[config.mk]
export PLATFORM = sky130hd
export DESIGN_NAME = variant_site_allele_filter_top_flat
export DESIGN_NICKNAME = d
export VERILOG_FILES = /design/src/sv/vsaf_pkg.sv /design/src/sv/vsaf_if.sv /design/src/sv/vsaf_front.sv /design/src/sv/vsaf_fifo.sv /design/src/sv/vsaf_back.sv /design/src/sv/variant_site_allele_filter_top.sv /design/src/flat_wrapper.sv
export SDC_FILE = /design/constraint.sdc
export NUM_CORES = 2
export LEC_CHECK = 0
export BUFFER_PORTS_ARGS = -buffer_cell sky130_fd_sc_hd__buf_2
export CAP_MARGIN = 5
export CORE_ASPECT_RATIO = 0.7
export CORE_UTILIZATION = 55
export DETAILED_ROUTE_END_ITERATION = 8
export GPL_ROUTABILITY_DRIVEN = 0
export GPL_TIMING_DRIVEN = 0
export MAX_ROUTING_LAYER = met4
export PLACE_DENSITY = 0.73
export SYNTH_ARGS = -nofsm -noshare
export SYNTH_HDL_FRONTEND = slang
export SYNTH_SLANG_ARGS = --single-unit
[constraint.sdc]
create_clock -name clk_i -period 10.2 [get_ports clk_i]
set_input_delay 0.51 -clock clk_i [delete_from_list [all_inputs] [get_ports clk_i]]
set_output_delay 0.51 -clock clk_i [all_outputs]
set_load 0.02 [all_outputs]
[src/sv/vsaf_pkg.sv]
// Package: shared types and constants of the variant site allele filter.
`default_nettype none
package vsaf_pkg;

  localparam int unsigned CFG_IDX_W = 2;
  localparam int unsigned CFG_DAT_W = 17;
  localparam int unsigned COV_W     = 16;
  localparam int unsigned FRAC_W    = 17;
  localparam int unsigned IDX_W     = 20;
  localparam int unsigned Q16_BITS  = 16;
  localparam int unsigned FIFO_DEPTH = 4;

  typedef enum logic [CFG_IDX_W-1:0] {
    CFG_MIN_DEPTH         = 2'd0,
    CFG_MIN_ALLELE_FRAC   = 2'd1,
    CFG_MAX_ALLELE_FRAC   = 2'd2,
    CFG_MAX_LOW_QUAL_FRAC = 2'd3
  } cfg_reg_e;

  localparam logic [COV_W-1:0]  MIN_DEPTH_RST         = 16'd5;
  localparam logic [FRAC_W-1:0] MIN_ALLELE_FRAC_RST   = 17'd13107;
  localparam logic [FRAC_W-1:0] MAX_ALLELE_FRAC_RST   = 17'd52429;
  localparam logic [FRAC_W-1:0] MAX_LOW_QUAL_FRAC_RST = 17'd32768;

  // one finished site, handed from the front to the back
  typedef struct packed {
    logic [COV_W-1:0]  depth;
    logic [COV_W-1:0]  low;
    logic [COV_W:0]    lq_sum;
    logic [COV_W-1:0]  top;
    logic [COV_W-1:0]  second;
    logic              chunk_end;
  } site_rec_t;

endpackage
`default_nettype wire

[src/sv/vsaf_if.sv]
// Interfaces: allele entry, site result and configuration write channels.
`default_nettype none
interface vsaf_in_if;
  logic        valid;
  logic        ready;
  logic [15:0] site_depth;
  logic [15:0] low_qual_depth;
  logic [15:0] allele_cov;
  logic        is_deletion;
  logic        last_of_site;
  logic        last_of_chunk;
  modport source (output valid, site_depth, low_qual_depth, allele_cov, is_deletion,
                  last_of_site, last_of_chunk, input ready);
  modport sink   (input valid, site_depth, low_qual_depth, allele_cov, is_deletion,
                  last_of_site, last_of_chunk, output ready);
endinterface

interface vsaf_out_if;
  logic        valid;
  logic        ready;
  logic        keep;
  logic [19:0] kept_index;
  logic [15:0] top_cov;
  logic [15:0] second_cov;
  modport source (output valid, keep, kept_index, top_cov, second_cov, input ready);
  modport sink   (input valid, keep, kept_index, top_cov, second_cov, output ready);
endinterface

interface vsaf_cfg_if;
  logic                             valid;
  logic                             ready;
  logic [vsaf_pkg::CFG_IDX_W-1:0]   index;
  logic [vsaf_pkg::CFG_DAT_W-1:0]   data;
  modport source (output valid, index, data, input ready);
  modport sink   (input valid, index, data, output ready);
endinterface
`default_nettype wire

[src/sv/vsaf_front.sv]
// Front: accepts allele entries, tracks the two top coverages, emits site records.
`default_nettype none
module vsaf_front #(
  parameter int unsigned COUNT_BITS = 16
) (
  input  wire logic          clk_i,
  input  wire logic          rst_ni,
  vsaf_in_if.sink            in_i,
  input  wire logic          full_i,
  output vsaf_pkg::site_rec_t rec_o,
  output logic               push_o
);

  localparam int unsigned CW = (COUNT_BITS < vsaf_pkg::COV_W) ? COUNT_BITS : vsaf_pkg::COV_W;
  localparam logic [vsaf_pkg::COV_W-1:0] CovMask =
    vsaf_pkg::COV_W'((64'd1 << CW) - 64'd1);

  logic [vsaf_pkg::COV_W-1:0] best_q, best_d, second_q, second_d;
  logic [vsaf_pkg::COV_W-1:0] cov, depth, low;
  logic                       accept;

  assign in_i.ready = !full_i;
  assign accept     = in_i.valid && in_i.ready;

  assign cov   = in_i.allele_cov & CovMask;
  assign depth = in_i.site_depth & CovMask;
  assign low   = in_i.low_qual_depth & CovMask;

  always_comb begin
    best_d   = best_q;
    second_d = second_q;
    if (!in_i.is_deletion) begin
      if (cov > best_q) begin
        second_d = best_q;
        best_d   = cov;
      end else if (cov > second_q) begin
        second_d = cov;
      end
    end
  end

  always_comb begin
    rec_o.depth     = depth;
    rec_o.low       = low;
    rec_o.lq_sum    = {1'b0, low} + {1'b0, depth};
    rec_o.top       = best_d;
    rec_o.second    = second_d;
    rec_o.chunk_end = in_i.last_of_chunk;
  end

  assign push_o = accept && in_i.last_of_site;

  always_ff @(posedge clk_i or negedge rst_ni) begin
    if (!rst_ni) begin
      best_q   <= '0;
      second_q <= '0;
    end else if (accept) begin
      if (in_i.last_of_site) begin
        best_q   <= '0;
        second_q <= '0;
      end else begin
        best_q   <= best_d;
        second_q <= second_d;
      end
    end
  end

  a_second_le_best: assert property (@(posedge clk_i) disable iff (!rst_ni)
    second_q <= best_q)
    else $error("runner-up coverage above top coverage");

endmodule
`default_nettype wire

[src/sv/vsaf_fifo.sv]
// Short queue of site records between front and back.
`default_nettype none
module vsaf_fifo (
  input  wire logic                clk_i,
  input  wire logic                rst_ni,
  input  wire logic                push_i,
  input  wire vsaf_pkg::site_rec_t rec_i,
  output logic                     full_o,
  input  wire logic                pop_i,
  output logic                     valid_o,
  output vsaf_pkg::site_rec_t      rec_o
);

  localparam int unsigned Depth = vsaf_pkg::FIFO_DEPTH;
  localparam int unsigned PtrW  = $clog2(Depth);
  localparam int unsigned CntW  = $clog2(Depth + 1);

  vsaf_pkg::site_rec_t mem_q [Depth];
  logic [PtrW-1:0] wr_q, rd_q;
  logic [CntW-1:0] cnt_q;
  logic            do_push, do_pop;

  assign full_o  = (cnt_q == CntW'(Depth));
  assign valid_o = (cnt_q != '0);
  assign rec_o   = mem_q[rd_q];
  assign do_push = push_i && !full_o;
  assign do_pop  = pop_i && valid_o;

  always_ff @(posedge clk_i) begin
    if (do_push) begin
      mem_q[wr_q] <= rec_i;
    end
  end

  always_ff @(posedge clk_i or negedge rst_ni) begin
    if (!rst_ni) begin
      wr_q  <= '0;
      rd_q  <= '0;
      cnt_q <= '0;
    end else begin
      if (do_push) begin
        wr_q <= (wr_q == PtrW'(Depth - 1)) ? '0 : wr_q + 1'b1;
      end
      if (do_pop) begin
        rd_q <= (rd_q == PtrW'(Depth - 1)) ? '0 : rd_q + 1'b1;
      end
      cnt_q <= cnt_q + CntW'(do_push) - CntW'(do_pop);
    end
  end

  a_cnt_bound: assert property (@(posedge clk_i) disable iff (!rst_ni)
    cnt_q <= CntW'(Depth))
    else $error("queue count above depth");

  a_no_lost_push: assert property (@(posedge clk_i) disable iff (!rst_ni)
    push_i |-> !full_o)
    else $error("site record pushed into full queue");

endmodule
`default_nettype wire

[src/sv/vsaf_back.sv]
// Back: configuration registers, fraction tests, kept counter and result register.
`default_nettype none
module vsaf_back #(
  parameter int unsigned MAX_SITES = 1048576
) (
  input  wire logic                clk_i,
  input  wire logic                rst_ni,
  vsaf_cfg_if.sink                 cfg_i,
  input  wire logic                valid_i,
  input  wire vsaf_pkg::site_rec_t rec_i,
  output logic                     pop_o,
  vsaf_out_if.source               out_o
);

  localparam int unsigned KW = $clog2(MAX_SITES + 1);
  localparam int unsigned CW = vsaf_pkg::COV_W;
  localparam int unsigned PW = vsaf_pkg::FRAC_W + CW;       // frac * depth
  localparam int unsigned LW = vsaf_pkg::FRAC_W + CW + 1;   // frac * (low + depth)

  logic [CW-1:0]                min_depth_q;
  logic [vsaf_pkg::FRAC_W-1:0]  min_frac_q, max_frac_q, lq_frac_q;

  // stage 1: products
  logic          s1_valid_q;
  logic [PW-1:0] p_min_q, p_max_q;
  logic [LW-1:0] p_lq_q;
  logic          depth_lt_q, chunk_end_q;
  logic [CW-1:0] low_q, top_q, second_q;

  // result register
  logic                        out_valid_q;
  logic                        keep_q;
  logic [vsaf_pkg::IDX_W-1:0]  idx_q;
  logic [CW-1:0]               otop_q, osecond_q;
  logic [KW-1:0]               kept_cnt_q;

  logic          out_adv, s1_load, lq_fail, top_ok, second_ok, keep;
  logic [KW-1:0] idx_sat;
  logic [PW-1:0] top_sc, second_sc;

  assign cfg_i.ready = 1'b1;

  always_ff @(posedge clk_i or negedge rst_ni) begin
    if (!rst_ni) begin
      min_depth_q <= vsaf_pkg::MIN_DEPTH_RST;
      min_frac_q  <= vsaf_pkg::MIN_ALLELE_FRAC_RST;
      max_frac_q  <= vsaf_pkg::MAX_ALLELE_FRAC_RST;
      lq_frac_q   <= vsaf_pkg::MAX_LOW_QUAL_FRAC_RST;
    end else if (cfg_i.valid) begin
      unique case (vsaf_pkg::cfg_reg_e'(cfg_i.index))
        vsaf_pkg::CFG_MIN_DEPTH:         min_depth_q <= cfg_i.data[CW-1:0];
        vsaf_pkg::CFG_MIN_ALLELE_FRAC:   min_frac_q  <= cfg_i.data;
        vsaf_pkg::CFG_MAX_ALLELE_FRAC:   max_frac_q  <= cfg_i.data;
        vsaf_pkg::CFG_MAX_LOW_QUAL_FRAC: lq_frac_q   <= cfg_i.data;
        default: ;
      endcase
    end
  end

  assign out_adv = s1_valid_q && (!out_valid_q || out_o.ready);
  assign s1_load = valid_i && (!s1_valid_q || out_adv);
  assign pop_o   = s1_load;

  always_ff @(posedge clk_i or negedge rst_ni) begin
    if (!rst_ni) begin
      s1_valid_q <= 1'b0;
    end else if (s1_load) begin
      s1_valid_q <= 1'b1;
    end else if (out_adv) begin
      s1_valid_q <= 1'b0;
    end
  end

  always_ff @(posedge clk_i) begin
    if (s1_load) begin
      p_min_q     <= PW'(min_frac_q) * PW'(rec_i.depth);
      p_max_q     <= PW'(max_frac_q) * PW'(rec_i.depth);
      p_lq_q      <= LW'(lq_frac_q) * LW'(rec_i.lq_sum);
      depth_lt_q  <= rec_i.depth < min_depth_q;
      chunk_end_q <= rec_i.chunk_end;
      low_q       <= rec_i.low;
      top_q       <= rec_i.top;
      second_q    <= rec_i.second;
    end
  end

  assign top_sc    = PW'({top_q, {vsaf_pkg::Q16_BITS{1'b0}}});
  assign second_sc = PW'({second_q, {vsaf_pkg::Q16_BITS{1'b0}}});
  assign lq_fail   = LW'({low_q, {vsaf_pkg::Q16_BITS{1'b0}}}) > p_lq_q;
  assign top_ok    = !(top_sc < p_min_q) && !(top_sc > p_max_q);
  assign second_ok = !(second_sc < p_min_q) && !(second_sc > p_max_q);
  assign keep      = !depth_lt_q && !lq_fail && top_ok && second_ok;
  assign idx_sat   = (kept_cnt_q > KW'(MAX_SITES - 1)) ? KW'(MAX_SITES - 1) : kept_cnt_q;

  always_ff @(posedge clk_i or negedge rst_ni) begin
    if (!rst_ni) begin
      out_valid_q <= 1'b0;
      kept_cnt_q  <= '0;
    end else begin
      if (out_adv) begin
        out_valid_q <= 1'b1;
        if (chunk_end_q) begin
          kept_cnt_q <= '0;
        end else if (keep && kept_cnt_q != KW'(MAX_SITES)) begin
          kept_cnt_q <= kept_cnt_q + 1'b1;
        end
      end else if (out_o.ready) begin
        out_valid_q <= 1'b0;
      end
    end
  end

  always_ff @(posedge clk_i) begin
    if (out_adv) begin
      keep_q    <= keep;
      idx_q     <= keep ? vsaf_pkg::IDX_W'(idx_sat) : '0;
      otop_q    <= top_q;
      osecond_q <= second_q;
    end
  end

  assign out_o.valid      = out_valid_q;
  assign out_o.keep       = keep_q;
  assign out_o.kept_index = idx_q;
  assign out_o.top_cov    = otop_q;
  assign out_o.second_cov = osecond_q;

  a_reject_idx_zero: assert property (@(posedge clk_i) disable iff (!rst_ni)
    (out_valid_q && !keep_q) |-> (idx_q == '0))
    else $error("rejected site carries nonzero index");

  a_kept_cnt_bound: assert property (@(posedge clk_i) disable iff (!rst_ni)
    kept_cnt_q <= KW'(MAX_SITES))
    else $error("kept counter beyond limit");

endmodule
`default_nettype wire

[src/sv/variant_site_allele_filter_top.sv]
// Top level: variant site allele filter, front, site queue and back.
//
//  channel  dir  handshake        beat
//  in_i     in   valid / ready    one allele entry of a site
//  out_o    out  valid / ready    one judged site (keep, kept index, top two coverages)
//  cfg_i    in   valid / ready    one register write, index and data
//
//  One allele entry per cycle while in_i.ready is high; the front updates the top-two
//  registers as each entry is taken. A site result goes from the queue write on the
//  edge that takes its last entry to the product stage, then the result register.
//  Reset clears the top-two registers, queue, stages and kept counter.
//  A stall on out_o fills the back stages, then the four-entry site queue, then
//  drops in_i.ready; entries of an unfinished site still need a free queue slot.
`default_nettype none
module variant_site_allele_filter_top #(
  parameter int unsigned COUNT_BITS = 16,
  parameter int unsigned MAX_SITES  = 1048576
) (
  input  wire logic  clk_i,
  input  wire logic  rst_ni,
  vsaf_in_if.sink    in_i,
  vsaf_out_if.source out_o,
  vsaf_cfg_if.sink   cfg_i
);

  vsaf_pkg::site_rec_t push_rec, head_rec;
  logic                push, full, head_valid, pop;

  vsaf_front #(
    .COUNT_BITS(COUNT_BITS)
  ) u_front (
    .clk_i  (clk_i),
    .rst_ni (rst_ni),
    .in_i   (in_i),
    .full_i (full),
    .rec_o  (push_rec),
    .push_o (push)
  );

  vsaf_fifo u_fifo (
    .clk_i   (clk_i),
    .rst_ni  (rst_ni),
    .push_i  (push),
    .rec_i   (push_rec),
    .full_o  (full),
    .pop_i   (pop),
    .valid_o (head_valid),
    .rec_o   (head_rec)
  );

  vsaf_back #(
    .MAX_SITES(MAX_SITES)
  ) u_back (
    .clk_i   (clk_i),
    .rst_ni  (rst_ni),
    .cfg_i   (cfg_i),
    .valid_i (head_valid),
    .rec_i   (head_rec),
    .pop_o   (pop),
    .out_o   (out_o)
  );

endmodule
`default_nettype wire
[src/flat_wrapper.sv]
// flat-port wrapper written by rule: the top's interface ports become plain ports
module variant_site_allele_filter_top_flat 
#(
  parameter int unsigned COUNT_BITS = 16,
  parameter int unsigned MAX_SITES  = 1048576
)
  (clk_i, rst_ni, in_i_valid, in_i_site_depth, in_i_low_qual_depth, in_i_allele_cov, in_i_is_deletion, in_i_last_of_site, in_i_last_of_chunk, in_i_ready, out_o_valid, out_o_keep, out_o_kept_index, out_o_top_cov, out_o_second_cov, out_o_ready, cfg_i_valid, cfg_i_index, cfg_i_data, cfg_i_ready);
  vsaf_in_if in_i_i ();
  vsaf_out_if out_o_i ();
  vsaf_cfg_if cfg_i_i ();
  input  wire logic clk_i;
  input  wire logic rst_ni;
  input wire logic [$bits(in_i_i.valid)-1:0] in_i_valid;
  input wire logic [$bits(in_i_i.site_depth)-1:0] in_i_site_depth;
  input wire logic [$bits(in_i_i.low_qual_depth)-1:0] in_i_low_qual_depth;
  input wire logic [$bits(in_i_i.allele_cov)-1:0] in_i_allele_cov;
  input wire logic [$bits(in_i_i.is_deletion)-1:0] in_i_is_deletion;
  input wire logic [$bits(in_i_i.last_of_site)-1:0] in_i_last_of_site;
  input wire logic [$bits(in_i_i.last_of_chunk)-1:0] in_i_last_of_chunk;
  output wire logic [$bits(in_i_i.ready)-1:0] in_i_ready;
  output wire logic [$bits(out_o_i.valid)-1:0] out_o_valid;
  output wire logic [$bits(out_o_i.keep)-1:0] out_o_keep;
  output wire logic [$bits(out_o_i.kept_index)-1:0] out_o_kept_index;
  output wire logic [$bits(out_o_i.top_cov)-1:0] out_o_top_cov;
  output wire logic [$bits(out_o_i.second_cov)-1:0] out_o_second_cov;
  input wire logic [$bits(out_o_i.ready)-1:0] out_o_ready;
  input wire logic [$bits(cfg_i_i.valid)-1:0] cfg_i_valid;
  input wire logic [$bits(cfg_i_i.index)-1:0] cfg_i_index;
  input wire logic [$bits(cfg_i_i.data)-1:0] cfg_i_data;
  output wire logic [$bits(cfg_i_i.ready)-1:0] cfg_i_ready;
  assign in_i_i.valid = in_i_valid;
  assign in_i_i.site_depth = in_i_site_depth;
  assign in_i_i.low_qual_depth = in_i_low_qual_depth;
  assign in_i_i.allele_cov = in_i_allele_cov;
  assign in_i_i.is_deletion = in_i_is_deletion;
  assign in_i_i.last_of_site = in_i_last_of_site;
  assign in_i_i.last_of_chunk = in_i_last_of_chunk;
  assign in_i_ready = in_i_i.ready;
  assign out_o_valid = out_o_i.valid;
  assign out_o_keep = out_o_i.keep;
  assign out_o_kept_index = out_o_i.kept_index;
  assign out_o_top_cov = out_o_i.top_cov;
  assign out_o_second_cov = out_o_i.second_cov;
  assign out_o_i.ready = out_o_ready;
  assign cfg_i_i.valid = cfg_i_valid;
  assign cfg_i_i.index = cfg_i_index;
  assign cfg_i_i.data = cfg_i_data;
  assign cfg_i_ready = cfg_i_i.ready;
  variant_site_allele_filter_top #(.COUNT_BITS(COUNT_BITS), .MAX_SITES(MAX_SITES)) u_core (.clk_i(clk_i), .rst_ni(rst_ni), .in_i(in_i_i), .out_o(out_o_i), .cfg_i(cfg_i_i));
endmodule
# --- Word-level counts from Yosys, hierarchy flattened ---
# Memory sizes are Yosys's and may differ from the RTL's.
# Index checks and enable logic that the tools add are counted.
word_totals:
  register_bits: 332
  ram_bits: 328
  n_memories: 1
op_classes:
  add_sub_neg: 6
  n_mul: 3
  magnitude_cmp: 9
  n_eq_ne: 7
  mux: 18
  n_reduce_logical: 33
mem_list:
  columns: ["name", "words", "width", "rd", "rd_clocked_by_memory_dff", "write_ports", "line", "rtl"]
  rows:
  - ["u_core.u_fifo.mem_q", 4, 82, 1, 0, 1, "vsaf_fifo.sv:18", "vsaf_pkg::site_rec_t mem_q [Depth];"]
ops:
  columns: ["cell", "n"]
  rows:
  - ["$mux 16", 7]
  - ["$gt 32x33->1", 2]
  - ["$lt 32x33->1", 2]
  - ["$mul 17x16->33", 2]
  - ["$mux 21", 2]
  - ["$gt 32x34->1", 1]
  - ["$mul 17x17->34", 1]
  - ["$gt 16x16->1", 2]
  - ["$add 21x1->21 const B", 1]
  - ["$gt 21x20->1 const B", 1]
  - ["$ne 21x21->1 const B", 1]
  - ["$mux 20", 1]
  - ["$add 16x16->17", 1]
  - ["$lt 16x16->1", 1]
  - ["$logic_and 1x1->1", 12]
  - ["$reduce_and 2->1", 5]
  - ["$logic_not 1->1", 9]
  - ["$eq 2x2->1 const B", 4]
  - ["$mux 1", 6]
  - ["$reduce_bool 2->1", 3]
  - ["$add 2x1->2 const B", 2]
  - ["$mux 2", 2]
  - ["$add 3x1->3", 1]
  - ["$eq 3x3->1 const B", 1]
  - ["other kinds (5)", 6]

# --- Logic depth before layout (Yosys ltp) ---
depth:
  ltp_word: 8
  mapped_depth: 28

# --- Hierarchy ---
# A second synthesis with hierarchy kept.
unflattened:
  cells_unflattened: 4911
  hier_area_um2: 55436.9
modules_own_cells:
  columns: ["module", "instances", "cells_per_inst", "area_per_inst_um2", "seq_area_each_um2"]
  rows:
  - ["vsaf_back", 1, 4011, 39467.9, 8373.0]
  - ["vsaf_fifo", 1, 472, 12304.3, 10024.6]
  - ["vsaf_front", 1, 428, 3664.8, 800.8]

# --- Worst setup path after synthesis ---
# Ideal clock, no wire load.
synth_path:
  path_type: "register to register"
  start: "reg u_core.u_back.out_valid_q (netlist: u_core.u_back.out_o.valid)"
  end: "reg u_core.u_fifo.cnt_q[2]"
  setup_ps: 123
  t_arrival_ps: 10013
  required_time_ps: 10077
  setup_slack_ps: 64
  stages_incl_launch_ff: 10
  path_buffers: 0
  path_cell_list: "dfrtp_1 nor2b_1 a21oi_1 ha_1 inv_1 ha_1 inv_1 fa_1 xnor2_1 xnor2_1"
synth_via:
  elab_chain_cells: 7
synth_rtl:
  columns: ["item", "line", "rtl"]
  rows:
  - ["from (decl)", "vsaf_back.sv:31", "logic out_valid_q;"]
  - ["from (signal assigned)", "vsaf_back.sv:97", "out_valid_q <= 1'b0;"]
  - ["from (signal assigned)", "vsaf_back.sv:101", "out_valid_q <= 1'b1;"]
  - ["from (signal assigned)", "vsaf_back.sv:108", "out_valid_q <= 1'b0;"]
  - ["$logic_not 1->1", "vsaf_back.sv:60", "assign out_adv = s1_valid_q && (!out_valid_q || out_o.ready);"]
  - ["$logic_or 1x1->1", "vsaf_back.sv:60", null]
  - ["$logic_and 1x1->1", "vsaf_back.sv:60", null]
  - ["$logic_or 1x1->1", "vsaf_back.sv:61", "assign s1_load = valid_i && (!s1_valid_q || out_adv);"]
  - ["$logic_and 1x1->1", "vsaf_back.sv:61", null]
  - ["named net u_core.pop", "variant_site_allele_filter_top.sv:27", "logic push, full, head_valid, pop;"]
  - ["$logic_and 1x1->1", "vsaf_fifo.sv:27", "assign do_pop = pop_i && valid_o;"]
  - ["$sub 3x1->3", "vsaf_fifo.sv:47", "cnt_q <= cnt_q + CntW'(do_push) - CntW'(do_pop);"]
  - ["to (signal assigned)", "vsaf_fifo.sv:47", null]
  - ["to (decl)", "vsaf_fifo.sv:20", "logic [CntW-1:0] cnt_q;"]
# The timed path passes the listed nets, and every way through them passes these cells.
# A chain may end at the register's enable or synchronous reset.

# --- Final worst setup path ---
layout_path:
  start: "reg u_core.u_fifo.rd_q[1]"
  end: "reg u_core.u_back.p_max_q[32], data pin"
layout_via:
  elab_chain_cells: 2
layout_rtl:
  columns: ["item", "line", "rtl"]
  rows:
  - ["from (decl)", "vsaf_fifo.sv:19", "logic [PtrW-1:0] wr_q, rd_q;"]
  - ["from (signal assigned)", "vsaf_fifo.sv:45", "rd_q <= (rd_q == PtrW'(Depth - 1)) ? '0 : rd_q + 1'b1;"]
  - ["$mem_v2 4x82", null, null]
  - ["$mul 17x16->33", "vsaf_back.sv:77", "p_max_q <= PW'(max_frac_q) * PW'(rec_i.depth);"]
  - ["to (signal assigned)", "vsaf_back.sv:77", null]
  - ["to (decl)", "vsaf_back.sv:25", "logic [PW-1:0] p_min_q, p_max_q;"]
# No other way between the ends.

==> results.md <==
- After routing, the total negative slack on setup checks comes to 0 ps.
- Measured against its own limit, the worst slew margin works out to 10.0%.
- The count of final max-slew check failures is 0.
- Entering global routing, the biggest net connects 91 pins.
- The final setup violation count is 0.
- The critical path is of the register to register type.
- In this run the cell area of the synthesized design comes to 55500 µm².
- Yosys attributes the largest share of cell area to sky130_fd_sc_hd__edfxtp_1 29%, sky130_fd_sc_hd__fa_1 23%, sky130_fd_sc_hd__ha_1 11%.
- In the final routed layout, each cell accounts on average for 22.6 µm.
- The area of combinational cells with multiple inputs is 32300 µm².
- Data on the critical path is required at its endpoint by between 10000 and 15000 ps.
- The capturing element type of the critical path is a register.
- The sequential share of the synthesized area is around a third.
- The clock arrives with ~32 ps of skew.
- The startpoint kind of the worst setup timing path is a register.
- Post-CTS repair changed the size of 0 cells.
- The slowest stage of the critical path belongs to the cell sky130_fd_sc_hd__a211oi_1.
- The die covers 102000 µm².
- Summing all placed instances gives a cell area of 58200 µm².
- The DRC marker count from the first detailed-route iteration is ~3900.
- The delay of the slowest cell on the worst path is 720 ps.
- The total nets after synthesis is just over 6000.
- The total via count in the routed design is between 30000 and 40000.
- The number of placed I/O pins is 131.
- The via count of the first global-routing pass came to between 30000 and 40000.
- Detailed placement finished with a half-perimeter wire length of 113000 µm.
- The number of antenna violations at the first check in global routing is 9.
- The count of buffers from port buffering is 129.
- The share of flip-flops with an asynchronous set or reset after synthesis is approximately 20%.
- The cell taking the most area after synthesis is sky130_fd_sc_hd__edfxtp_1.
- Derived from the worst setup path, the maximum achievable clock frequency is 108 MHz.
- The synthesized design contains 531 enable-type register cells.
- The most frequent cell on the critical path is sky130_fd_sc_hd__fa_1.
- The post-synthesis register bit count is 660.
- For this run the aggregate overflow at the end of global routing stands at 0.
- Once the floorplan was initialized, standard cells occupied 55.5% of the core.
- The H-tree was split into 3 levels.
- The share of post-route cells with drive strength above 1 is ~9%.
- Of all nets on the critical path, the largest fanout is 10.
- The total of max-cap violations is 0.
- After clock tree synthesis, the clock-pin slew on the worst setup and hold paths is 70 ps.
- The hold violation total from the final report was 0.
- The growth of design area from synthesis to finish is 8.85%.
- The region available for standard cell placement spans between 100000 and 150000 µm².
- Hold timing on the final database bottoms out at a slack of around 70 ps.
- The vertical die dimension is 268 µm.
- In this run the worst hold path is classified as input pin to register.
- Yosys mapped the design onto 85 distinct sky130hd cell types.
- After technology mapping, the gate count stands at 4888.
- Wires add up to 147000 µm.
- The filler cell count in the final layout is 8019.
- The clock tree root buffer cell is sky130_fd_sc_hd__clkbuf_16.
- In the routed layout, each cell is associated on average with a via count of approximately 5.8.
- For this run, the leading register cell type out of synthesis is sky130_fd_sc_hd__edfxtp_1.
- The maximum clock insertion buffer count is 3.
- The first detailed-routing pass took 6 iterations.
- The clock drives 660 sinks.
- The post-layout instance area is between 60000 and 70000 µm².
- The run finished with clean final reports.
- The number of buffers added to fix hold violations after cts is 1.
- The number of nets in the final layout is between 6000 and 7000.
- In this run the post-CTS setup repair buffer count came out at 0.
- In this run the horizontal extent of the chip is ~380 µm.
- The CTS tree is done.
- The number of DRC violations after detailed routing is 0.
- Setup repair after global routing left no endpoint under its margin.
- Yosys printed 0 warnings.
- The data arrival at the endpoint of the critical path is 9680 ps.
- The TritonCTS buffer count is 68.
- The fraction of synthesized cell area taken by the top area cell type is 28.7%.
- The total global-route track usage is between 30% and 40%.
- The sequential cells in the finished layout cover a total of 19200 µm².
- The count of nets left with antenna violations after detail routing is 0.
- The synthesized area per cell is 11.4 µm².
- The clock period minus final worst setup slack is 9270 ps.
- The final critical-path share of the clock period is 90.9%.
- The global-route wire length before repair is 228000 µm.
- The clock insertion delay at the later pin of the skew report is 680 ps.
- The number of standard-cell rows in the floorplan is 97.
- For the pin with the worst max-slew slack, the measured transition is 1330 ps.
==> area by class of cell <==
| class | instances | area share [%] |
|---|---|---|
| Antenna cell | 7 | 0.0290 |
| Buffer | 192 | 1.23 |
| Clock buffer | 82 | 2.97 |
| Clock inverter | 42 | 0.694 |
| Inverter | 882 | 5.48 |
| Multi-Input combinational cell | 3154 | 53.5 |
| Sequential cell | 660 | 31.8 |
| Tap cell | 1336 | 2.77 |
| Timing Repair Buffer | 145 | 1.60 |
==> flip-flops by register name, indices dropped and copies added, names as in the netlist, 17 cells and up <==
register	cells
u_core.u_back.max_frac_q	17
u_core.u_back.kept_cnt_q	21
u_core.u_back.lq_frac_q	17
u_core.u_back.p_max_q	33
u_core.u_back.p_min_q	33
u_core.u_back.out_o.kept_index	20
u_core.u_back.min_frac_q	17
u_core.u_fifo.mem_q	328
u_core.u_back.p_lq_q	34
==> path summary, 6_finish.rpt <==
kind / from / to / slack, ps / cells after the start
worst max-delay path: u_core.u_fifo.rd_q[1] / u_core.u_back.p_max_q[32] / 930 / 25
worst min-delay path: in_i_last_of_chunk / u_core.u_fifo.mem_q[2][0] / 70 / 1
worst max register to register: u_core.u_fifo.rd_q[1] / u_core.u_back.p_max_q[32] / 930 / 25
worst min register to register: u_core.u_fifo.cnt_q[2] / u_core.u_fifo.cnt_q[2] / 520 / 1
max in group asynchronous: rst_ni / u_core.u_back.min_frac_q[9] / 8970 / 3
min in group asynchronous: rst_ni / u_core.u_fifo.cnt_q[0] / 330 / 2
==> cells in the final DEF (no fill, tap or decap), drive strengths merged, types with 24 or more instances in the layout <==
master  instances
xnor2          74
edfxtp        531
nand3          25
buf           176
mux2           68
clkbuf        242
and2          406
ha            470
nor2          112
nor3           29
nand2         529
xor2           26
nand4          25
dfrtp         109
and3           46
clkinv         28
mux4           82
a21o           65
nor2b          24
inv           887
fa            642
o21ai          94
a21oi         115
==> cells by family (layout without fill, tap and decap cells) <==
family                     count (synthesis)  count (layout)  share of synthesized area [%]
and+or+nand+nor                         1297            1297                           11.8
adders and majority gates               1112            1112                           33.7
buffers and inverters                   1074            1343                           7.30
DFF                                      660             660                           34.6
AOI/OAI and AO/OA                        492             492                           6.22
muxes                                    152             152                           4.74
xor gates and xnor gates                 100             100                           1.58
other                                      1               8                        0.00675
==> metal layers <==
layer  wire length, µm  up-vias  part of all wire [%]  GRT usage, %
met3             17200      274                    12          8.09
li1                  -    16600                     -             -
met1             62900    19100                    43          43.8
met5                 0        -                     0             -
met2             61800     1943                    42          42.5
met4              4680        0                   3.2          8.98
==> synthesized netlist by cell type, drive strengths merged (25+ instances only) <==
cell,count
a21o,65
a21oi,115
and2,406
and3,46
buf,33
clkbuf,159
dfrtp,109
edfxtp,531
fa,642
ha,470
inv,882
mux2,68
mux4,82
nand2,529
nand3,25
nand4,25
nor2,112
nor3,29
o21ai,94
xnor2,74
xor2,26
==> critical path, delay by kind of cell, from the launching register on <==
family                   cells  cell delay (ps)
XOR/XNOR                     1              160
AND/OR/NAND/NOR              2              410
buffers and inverters        7             1990
flip-flops                   1              390
adder cells (fa/ha/maj)      7             3200
multiplexers                 1              570
AO/OA/AOI/OAI                7             2250
==> through the flow <==
| step | std cells | utilization [%] | setup slack, ps |
|---|---|---|---|
| finish | 6500 | 60.4 | 933 |
| global route | 6497 | 60.4 | 485 |
| CTS | 6491 | 60.4 | 968 |
| detailed placement | 6366 | 58.2 | 1080 |
| global placement | 6353 | 57.8 | -5160 |
| floorplan | 4888 | - | 64.2 |
Power is not shown: default switching activity piles up to over one toggle a cycle in this logic, so the estimate is an artifact.
